File: config.mk
export PLATFORM = sky130hd
export DESIGN_NAME = delta_list_timer_queue_unit
export DESIGN_NICKNAME = d
export VERILOG_FILES = /design/src/hdl/dltq_pkg.sv /design/src/hdl/dltq_datapath.sv /design/src/hdl/dltq_ctrl.sv /design/src/hdl/delta_list_timer_queue_unit.sv
export VERILOG_INCLUDE_DIRS = /design/src /design/src/hdl
export SDC_FILE = /design/constraint.sdc
export NUM_CORES = 2
export LEC_CHECK = 0
export BUFFER_PORTS_ARGS = -buffer_cell sky130_fd_sc_hd__buf_2
export CORE_MARGIN = 2
export CORE_UTILIZATION = 48
export CTS_BUF_LIST = sky130_fd_sc_hd__clkbuf_2 sky130_fd_sc_hd__clkbuf_4 sky130_fd_sc_hd__clkbuf_8
export CTS_CLUSTER_DIAMETER = 200
export CTS_CLUSTER_SIZE = 20
export DETAILED_ROUTE_END_ITERATION = 16
export GPL_TIMING_DRIVEN = 0
export PLACE_DENSITY_LB_ADDON = 0.1
export REMOVE_ABC_BUFFERS = 1
export SETUP_SLACK_MARGIN = 0.05
export SYNTH_ARGS = -nofsm -noshare
export SYNTH_HDL_FRONTEND = slang
export SYNTH_SLANG_ARGS = --single-unit
export TNS_END_PERCENT = 30
File: constraint.sdc
create_clock -name clk -period 22.3 [get_ports clk]
set_input_delay 4.46 -clock clk [delete_from_list [all_inputs] [get_ports clk]]
set_output_delay 4.46 -clock clk [all_outputs]
set_load 0.02 [all_outputs]
File: src/hdl/delta_list_timer_queue_unit_assert.svh
// Assertion macros for the timer queue controller.
`ifndef DELTA_LIST_TIMER_QUEUE_UNIT_ASSERT_SVH
`define DELTA_LIST_TIMER_QUEUE_UNIT_ASSERT_SVH

// Checks that a condition implies a property in the next cycle.
`define DLTQ_ASSERT_NEXT(label, clk, rst_n, cond, prop) \
	label: assert property (@(posedge clk) disable iff (!rst_n) (cond) |=> (prop)) \
		else $error("assertion failed");

// Checks that a condition always holds.
`define DLTQ_ASSERT_ALWAYS(label, clk, rst_n, prop) \
	label: assert property (@(posedge clk) disable iff (!rst_n) (prop)) \
		else $error("assertion failed");

`endif

File: src/hdl/dltq_pkg.sv
package dltq_pkg;

	localparam int unsigned SLOTS = 16;
	localparam int unsigned SW = 4;
	localparam int unsigned LW = 5;
	localparam logic [LW-1:0] NIL = LW'(SLOTS);
	localparam int unsigned MAX_FIRE = 16;

	localparam logic [1:0] OP_REG = 2'd0;
	localparam logic [1:0] OP_REM = 2'd1;
	localparam logic [1:0] OP_TICK = 2'd2;

	localparam logic [1:0] RK_REG = 2'd0;
	localparam logic [1:0] RK_REM = 2'd1;
	localparam logic [1:0] RK_NF = 2'd2;
	localparam logic [1:0] RK_FIRE = 2'd3;

	// Datapath commands issued by the controller.
	typedef enum logic [3:0] {
		DC_NOP,
		DC_LOAD,
		DC_WALK_INIT,
		DC_WALK_STEP,
		DC_UNLINK,
		DC_SET_PERIOD,
		DC_CLR_PERIOD,
		DC_INS_INIT,
		DC_INS_STEP,
		DC_INS_PLACE,
		DC_TICK_DEC,
		DC_POP,
		DC_REINS_INIT
	} dcmd_t;

	// Status back to the controller.
	typedef struct packed {
		logic slot_listed;
		logic walk_hit;
		logic walk_end;
		logic ins_here;
		logic head_due;
		logic head_nil;
		logic pop_periodic;
		logic [SW-1:0] pop_slot;
	} dstat_t;

endpackage

File: src/hdl/dltq_datapath.sv
module dltq_datapath (
	input  logic clk,
	input  logic arst_n,
	input  dltq_pkg::dcmd_t cmd,
	input  logic [dltq_pkg::SW-1:0] in_slot,
	input  logic [31:0] in_time,
	input  logic in_periodic,
	output dltq_pkg::dstat_t stat
);

	logic [31:0] delta_q [dltq_pkg::SLOTS];
	logic [31:0] period_q [dltq_pkg::SLOTS];
	logic [dltq_pkg::LW-1:0] link_q [dltq_pkg::SLOTS];
	logic [dltq_pkg::SLOTS-1:0] listed_q;
	logic [dltq_pkg::LW-1:0] head_q;

	logic [dltq_pkg::SW-1:0] slot_q;
	logic [31:0] time_q;
	logic per_q;
	logic [dltq_pkg::LW-1:0] cur_q;
	logic [dltq_pkg::LW-1:0] prev_q;
	logic [32:0] total_q;

	logic [dltq_pkg::SW-1:0] cur_idx;
	logic [dltq_pkg::SW-1:0] prev_idx;
	logic [dltq_pkg::SW-1:0] head_idx;
	logic [32:0] total_next;
	logic [dltq_pkg::LW-1:0] nx;

	assign cur_idx = cur_q[dltq_pkg::SW-1:0];
	assign prev_idx = prev_q[dltq_pkg::SW-1:0];
	assign head_idx = head_q[dltq_pkg::SW-1:0];
	assign total_next = total_q + {1'b0, delta_q[cur_idx]};
	assign nx = link_q[cur_idx];

	// Status decode for the controller.
	always_comb begin
		stat.slot_listed = listed_q[slot_q];
		stat.walk_end = (cur_q == dltq_pkg::NIL);
		stat.walk_hit = !stat.walk_end && (cur_idx == slot_q);
		stat.ins_here = !stat.walk_end && ({1'b0, time_q} < total_next);
		stat.head_nil = (head_q == dltq_pkg::NIL);
		stat.head_due = !stat.head_nil && (delta_q[head_idx] == 32'd0);
		stat.pop_periodic = (period_q[head_idx] != 32'd0);
		stat.pop_slot = head_idx;
	end

	// Control-side registers of the list.
	always_ff @(posedge clk or negedge arst_n) begin
		if (!arst_n) begin
			listed_q <= '0;
			head_q <= dltq_pkg::NIL;
			for (int i = 0; i < dltq_pkg::SLOTS; i++) period_q[i] <= '0;
		end else begin
			case (cmd)
				dltq_pkg::DC_UNLINK: begin
					listed_q[slot_q] <= 1'b0;
					if (prev_q == dltq_pkg::NIL) head_q <= nx;
				end
				dltq_pkg::DC_SET_PERIOD: begin
					period_q[slot_q] <= per_q ? time_q : 32'd0;
				end
				dltq_pkg::DC_CLR_PERIOD: begin
					period_q[slot_q] <= 32'd0;
				end
				dltq_pkg::DC_INS_PLACE: begin
					listed_q[slot_q] <= 1'b1;
					if (prev_q == dltq_pkg::NIL) head_q <= {1'b0, slot_q};
				end
				dltq_pkg::DC_POP: begin
					listed_q[head_idx] <= 1'b0;
					head_q <= link_q[head_idx];
				end
				default: ;
			endcase
		end
	end

	// Payload registers: deltas, links and walk state.
	always_ff @(posedge clk) begin
		case (cmd)
			dltq_pkg::DC_LOAD: begin
				slot_q <= in_slot;
				time_q <= in_time;
				per_q <= in_periodic;
			end
			dltq_pkg::DC_WALK_INIT: begin
				cur_q <= head_q;
				prev_q <= dltq_pkg::NIL;
			end
			dltq_pkg::DC_WALK_STEP: begin
				prev_q <= cur_q;
				cur_q <= nx;
			end
			dltq_pkg::DC_UNLINK: begin
				if (prev_q != dltq_pkg::NIL) link_q[prev_idx] <= nx;
				if (nx != dltq_pkg::NIL)
					delta_q[nx[dltq_pkg::SW-1:0]] <= delta_q[nx[dltq_pkg::SW-1:0]]
						+ delta_q[cur_idx];
			end
			dltq_pkg::DC_INS_INIT: begin
				if (time_q == 32'd0) time_q <= 32'd1;
				cur_q <= head_q;
				prev_q <= dltq_pkg::NIL;
				total_q <= '0;
			end
			dltq_pkg::DC_REINS_INIT: begin
				slot_q <= head_idx;
				time_q <= period_q[head_idx];
				cur_q <= link_q[head_idx];
				prev_q <= dltq_pkg::NIL;
				total_q <= '0;
			end
			dltq_pkg::DC_INS_STEP: begin
				total_q <= total_next;
				prev_q <= cur_q;
				cur_q <= nx;
			end
			dltq_pkg::DC_INS_PLACE: begin
				link_q[slot_q] <= cur_q;
				if (prev_q != dltq_pkg::NIL) link_q[prev_idx] <= {1'b0, slot_q};
				if (cur_q == dltq_pkg::NIL) begin
					delta_q[slot_q] <= 32'({1'b0, time_q} - total_q);
				end else begin
					delta_q[slot_q] <= 32'({1'b0, time_q} - total_q);
					delta_q[cur_idx] <= 32'(total_next - {1'b0, time_q});
				end
			end
			dltq_pkg::DC_TICK_DEC: begin
				if (head_q != dltq_pkg::NIL && delta_q[head_idx] != 32'd0)
					delta_q[head_idx] <= delta_q[head_idx] - 32'd1;
			end
			default: ;
		endcase
	end

endmodule

File: src/hdl/dltq_ctrl.sv
`include "delta_list_timer_queue_unit_assert.svh"

module dltq_ctrl (
	input  logic clk,
	input  logic arst_n,
	input  logic start,
	input  logic [1:0] operation,
	input  logic [dltq_pkg::SW-1:0] slot,
	input  dltq_pkg::dstat_t stat,
	output dltq_pkg::dcmd_t cmd,
	output logic busy,
	output logic result_valid,
	output logic [1:0] result_kind,
	output logic [dltq_pkg::SW-1:0] result_slot,
	output logic last,
	output logic queue_nonempty
);

	typedef enum logic [3:0] {
		S_IDLE, S_DISPATCH, S_RM_WALK, S_RG_WALK, S_RG_PER, S_RG_INIT, S_INS,
		S_TK_CHECK, S_TK_POP, S_TK_REINS, S_TK_EMIT, S_DONE
	} state_t;

	state_t state_q;
	logic [1:0] op_q;
	logic [1:0] kind_q;
	logic [dltq_pkg::SW-1:0] rslot_q;
	logic [4:0] fired_q;
	logic [4:0] emit_q;
	logic [dltq_pkg::SW-1:0] fire_slot_q [dltq_pkg::MAX_FIRE];

	// Command decode from state and status.
	always_comb begin
		cmd = dltq_pkg::DC_NOP;
		unique case (state_q)
			S_IDLE: if (start) cmd = dltq_pkg::DC_LOAD;
			S_DISPATCH: begin
				if (op_q == dltq_pkg::OP_TICK) cmd = dltq_pkg::DC_TICK_DEC;
				else cmd = dltq_pkg::DC_WALK_INIT;
			end
			S_RM_WALK, S_RG_WALK: begin
				if (stat.walk_hit) cmd = dltq_pkg::DC_UNLINK;
				else if (!stat.walk_end) cmd = dltq_pkg::DC_WALK_STEP;
				else if (state_q == S_RG_WALK) cmd = dltq_pkg::DC_SET_PERIOD;
			end
			S_RG_PER: cmd = (op_q == dltq_pkg::OP_REM) ? dltq_pkg::DC_CLR_PERIOD
				: dltq_pkg::DC_SET_PERIOD;
			S_RG_INIT: cmd = dltq_pkg::DC_INS_INIT;
			S_INS: cmd = (stat.ins_here || stat.walk_end) ? dltq_pkg::DC_INS_PLACE
				: dltq_pkg::DC_INS_STEP;
			S_TK_CHECK: if (stat.head_due && fired_q < 5'd16) begin
				cmd = stat.pop_periodic ? dltq_pkg::DC_REINS_INIT : dltq_pkg::DC_POP;
			end
			S_TK_POP: cmd = dltq_pkg::DC_POP;
			S_TK_REINS: cmd = (stat.ins_here || stat.walk_end)
				? dltq_pkg::DC_INS_PLACE : dltq_pkg::DC_INS_STEP;
			S_TK_EMIT: ;
			S_DONE: ;
			default: ;
		endcase
	end

	assign busy = (state_q != S_IDLE);

	// Sequencer; fired slots are collected and sent once the tick has settled,
	// so every beat carries the final queue state.
	always_ff @(posedge clk or negedge arst_n) begin
		if (!arst_n) begin
			state_q <= S_IDLE;
			op_q <= '0;
			kind_q <= '0;
			rslot_q <= '0;
			fired_q <= '0;
			emit_q <= '0;
			for (int i = 0; i < dltq_pkg::MAX_FIRE; i++) fire_slot_q[i] <= '0;
			result_valid <= 1'b0;
			result_kind <= '0;
			result_slot <= '0;
			last <= 1'b0;
			queue_nonempty <= 1'b0;
		end else begin
			result_valid <= 1'b0;
			unique case (state_q)
				S_IDLE: if (start) begin
					op_q <= operation;
					rslot_q <= slot;
					fired_q <= '0;
					state_q <= S_DISPATCH;
				end
				S_DISPATCH: begin
					unique case (op_q)
						dltq_pkg::OP_REG: state_q <= S_RG_WALK;
						dltq_pkg::OP_REM: state_q <= S_RM_WALK;
						dltq_pkg::OP_TICK: state_q <= S_TK_CHECK;
						default: state_q <= S_IDLE;
					endcase
				end
				S_RM_WALK: begin
					if (stat.walk_hit) begin
						kind_q <= dltq_pkg::RK_REM;
						state_q <= S_RG_PER;
						op_q <= dltq_pkg::OP_REM;
					end else if (stat.walk_end) begin
						kind_q <= dltq_pkg::RK_NF;
						state_q <= S_DONE;
					end
				end
				S_RG_WALK: begin
					if (stat.walk_hit) state_q <= S_RG_PER;
					else if (stat.walk_end) state_q <= S_RG_INIT;
				end
				S_RG_PER: begin
					if (op_q == dltq_pkg::OP_REM) state_q <= S_DONE;
					else state_q <= S_RG_INIT;
				end
				S_RG_INIT: state_q <= S_INS;
				S_INS: if (stat.ins_here || stat.walk_end) begin
					kind_q <= dltq_pkg::RK_REG;
					state_q <= S_DONE;
				end
				S_TK_CHECK: begin
					if (stat.head_due && fired_q < 5'd16) begin
						fire_slot_q[fired_q[dltq_pkg::SW-1:0]] <= stat.pop_slot;
						fired_q <= fired_q + 5'd1;
						state_q <= stat.pop_periodic ? S_TK_POP : S_TK_CHECK;
					end else begin
						emit_q <= '0;
						state_q <= (fired_q == 5'd0) ? S_IDLE : S_TK_EMIT;
					end
				end
				S_TK_POP: state_q <= S_TK_REINS;
				S_TK_REINS: if (stat.ins_here || stat.walk_end) state_q <= S_TK_CHECK;
				S_TK_EMIT: begin
					result_valid <= 1'b1;
					result_kind <= dltq_pkg::RK_FIRE;
					result_slot <= fire_slot_q[emit_q[dltq_pkg::SW-1:0]];
					last <= (emit_q + 5'd1 == fired_q);
					queue_nonempty <= !stat.head_nil;
					emit_q <= emit_q + 5'd1;
					if (emit_q + 5'd1 == fired_q) state_q <= S_IDLE;
				end
				S_DONE: begin
					result_valid <= 1'b1;
					result_kind <= kind_q;
					result_slot <= rslot_q;
					last <= 1'b1;
					queue_nonempty <= !stat.head_nil;
					state_q <= S_IDLE;
				end
				default: state_q <= S_IDLE;
			endcase
		end
	end

	`DLTQ_ASSERT_NEXT(a_start_leaves_idle, clk, arst_n, (state_q == S_IDLE) && start, busy)
	`DLTQ_ASSERT_ALWAYS(a_fire_bound, clk, arst_n, fired_q <= 5'd16)
	`DLTQ_ASSERT_NEXT(a_done_reports, clk, arst_n, state_q == S_DONE, result_valid && last)

endmodule

File: src/hdl/delta_list_timer_queue_unit.sv
// Delta-list alarm queue of sixteen slots. Pulse start while busy is low to
// hand in one operation; results come out one per strobe cycle on
// result_valid, and the receiver cannot stall them. Register and remove walk
// the linked list once, entry by entry, to find the slot; register then
// walks it again to place the slot, and its result is valid in the same cycle
// that busy drops. A tick lowers a nonzero delta at the head, then pops each
// due alarm in turn and walks the list again to place each periodic alarm
// anew; its fired results then come out back to back, one beat per cycle,
// after the list has settled. How long busy stays high is set by the walks
// through the linked list in the datapath.
module delta_list_timer_queue_unit (
	input  logic clk,
	input  logic arst_n,
	input  logic start,
	output logic busy,
	input  logic [1:0] operation,
	input  logic [3:0] slot,
	input  logic [31:0] time_value,
	input  logic periodic,
	output logic result_valid,
	output logic [1:0] result_kind,
	output logic [3:0] result_slot,
	output logic last,
	output logic queue_nonempty
);

	dltq_pkg::dcmd_t cmd;
	dltq_pkg::dstat_t stat;

	dltq_datapath u_dp (
		.clk(clk), .arst_n(arst_n), .cmd(cmd), .in_slot(slot),
		.in_time(time_value), .in_periodic(periodic), .stat(stat)
	);

	dltq_ctrl u_ctrl (
		.clk(clk), .arst_n(arst_n), .start(start), .operation(operation),
		.slot(slot), .stat(stat), .cmd(cmd), .busy(busy),
		.result_valid(result_valid), .result_kind(result_kind),
		.result_slot(result_slot), .last(last), .queue_nonempty(queue_nonempty)
	);

endmodule
==> results_dict.tcl <==
set metrics [dict create \
    outcome "complete, but fails checks" \
    violations "max-capacitance violations, max-slew violations" \
    utilization_pct 52.4 \
    setup_viol 0 \
    grt_usage_pct 34.5 \
    num_rows 148 \
    drc 0 \
    globalplace.congestion 0.960 \
    setup_slack_ns 10.88 \
    syn_avg_cell_area_sq_um 10.8 \
    drive_gt1_share_pct 16.9 \
    cts.sinks 1288 \
    ys_ff_latch 1288 \
    ctsResizeCount 0 \
    grt_overflow_total 0 \
    fin_nets 7182 \
    dp_hpwl_microns 201000 \
    cp_num_buf_inv 4 \
    antenna_found_initial 6 \
    critPathKind "reg -> reg" \
    synthArstFlopShare_pct 47.5 \
    critPathMaxFanout 36 \
    min_path_type "reg -> reg" \
    numCtsBuffers 74 \
    cts_tree "done" \
    start_kind "register" \
    finalHoldViolCount 0 \
    multi_input_area_sq_mm 0.0405 \
    cp_slowest_cell "a21boi_0" \
    required_ns 22.81 \
    via_per_inst 6.71 \
    clock-root-buffer "clkbuf_8" \
    dr.pass1.iters 9 \
    drt-total-wl_microns 293000 \
    yosysTopAreaCellShare_pct 25.8 \
    core-area_sq_mm 0.162 \
    h-tree-depth 3 \
    post_cts_buffers 0 \
    cts.clk_slew.worst_paths_ns 0.14 \
    clkLatencyLatePin_ns 0.91 \
    worst_slew_pin_slew_ns 1.56 \
    grt_pass1_vias 59800 \
    synthFlopType "edfxtp_1" \
    layoutNonFillerInstCount 9195 \
    slew_viol_final 17 \
    fin_tns_setup_ns 0 \
    dieWidth_microns 408 \
    cts_hold_buf 0 \
    critPathTopFamily "compound AO/OA/AOI/OAI gates" \
    num-fill-cells 14300 \
    io_buffer_count 51 \
    die_y_microns 408 \
    ys_top_cells_by_area "edfxtp_1 (26%), dfrtp_1 (20%), mux4_2 (14%)" \
    wire_per_inst_microns 31.8 \
    period_minus_slack_ns 11.42 \
    regArea_sq_mm 0.0356 \
    grt_pass1_wl_microns 421000 \
    grt_max_degree 124 \
    cp_data_arrival_time_ns 11.93 \
    dr.first_iter.drc_count 7779 \
    ios 52 \
    worst_setup_path_end_kind "register" \
    synth.largest_area_cell "edfxtp_1" \
    critical_path.max_stage_delay_ns 1.07 \
    dpl_worst_slack_ns 11.14 \
    fin_crit_sh_pct 51.2 \
    rrSetupSlack_ns 10.88 \
    final_antenna_net_count 0 \
    dieArea_sq_mm 0.166 \
    start_util_pct 48.2 \
    grt_setup_unrepaired "false" \
    vias 61700 \
    post-place-cells 9074 \
    synth_edf_count 672 \
    syn_inst 7260 \
    syn_to_final_growth_pct 8.59 \
    yosys.cell_types.count 97 \
    synth_area_sq_mm 0.0783 \
    cap_violations 2 \
    ys.warnings.count 0 \
    fmax_ghz 0.0876 \
    max_slew_margin_pct -4.02 \
    synth-seq-area-share_pct 45.4 \
    clk_path_buf_depth 3 \
    skew_ns 0.0589 \
]
[worst register-to-register path: cells and delay by family (launching register included)]
kind,cells,cell delay [ns]
flops,1,0.88
xor+xnor,1,0.32
fa+ha+maj,3,1.17
buf+inv,4,1.01
simple gates,6,1.00
mux,2,1.18
compound gates,14,5.50
[final timing paths]
kind / start / end / depth (start not counted)
max in group asynchronous: arst_n / u_ctrl.queue_nonempty / 5
min reg2reg: u_ctrl.fire_slot_q[9] / u_ctrl.fire_slot_q[9] / 2
min in group asynchronous: arst_n / u_dp.period_q[476] / 1
max reg2reg: register / u_dp.link_q[8][1] / 30
max: register / u_dp.link_q[8][1] / 30
min: u_ctrl.fire_slot_q[9] / u_ctrl.fire_slot_q[9] / 2
[synthesized netlist by cell type (all sizes together) (38+ instances only)]
library cell / count
mux4: 481
edfxtp: 672
dfrtp: 611
xor2: 65
nor3: 49
a311oi: 62
nand2b: 38
and3: 145
xnor2: 84
ha: 161
a21oi: 232
buf: 143
mux2: 190
nor2: 204
a211oi: 55
mux2i: 417
nand3: 141
a21o: 64
nand2: 1448
inv: 149
clkbuf: 461
a31oi: 81
o21ai: 850
[state kept, by name (all words and copies together), names as in the netlist, 2 cells and up, named ones only]
name	cells
u_ctrl.result_slot	4
u_dp.cur_q	5
u_ctrl.rslot_q	4
u_dp.delta_q	512
u_ctrl.op_q	2
u_dp.prev_q	5
u_ctrl.state_q	4
u_dp.head_q	5
u_ctrl.emit_q	5
u_dp.link_q	80
u_ctrl.kind_q	2
u_dp.period_q	512
u_ctrl.fired_q	5
u_dp.time_q	32
u_dp.slot_q	4
u_ctrl.fire_slot_q	64
u_ctrl.result_kind	2
u_dp.total_q	33
[per-layer routing]
| metal | track usage (%) | share of wire (%) |
|---|---|---|
| met4 | 19.4 | 6.7 |
| met3 | 5.73 | 9.6 |
| met2 | 54.5 | 46 |
| met5 | 0 | 0.0092 |
| met1 | 45.3 | 38 |
[kinds of logic after synthesis]
logic type / share of synthesized area, %
simple gates: 12.2
compound gates: 12.1
flops: 45.4
mux: 21.9
buf+inv: 3.96
fa+ha+maj: 2.67
xor+xnor: 1.67
other cells: 0.00479
[layout make-up]
cell class,instances,share of cell area [%]
timing repair buffer,243,5.07
inverter,151,0.674
multi-input combinational,5217,47.6
tap,2175,3.20
sequential,1288,41.9
clock buffer,105,1.48
antenna,9,0.0265
clock inverter,7,0.119
[cell usage in the layout (no fill, tap or decap), drive strengths merged, types with 161 or more instances in the layout]
cell and count:
nand2 1448, o21ai 850, edfxtp 672, dfrtp 611
mux4 481, mux2i 417, buf 243, a21oi 232
nor2 204, mux2 190, ha 161
[through the flow]
stage | hold slack [ns] | instance area [sq um]
6_report | 0.488 | 85100
5_1_grt | 0.510 | 85100
4_1_cts | 0.493 | 85000
3_5_place_dp | 0.465 | 83700
3_3_place_gp | 0.457 | 78800
2_1_floorplan | 0.445 | 75800
Power is left out: the tool's default activity adds up to more than one toggle a clock period on the data nets, which glitch-free logic cannot reach.
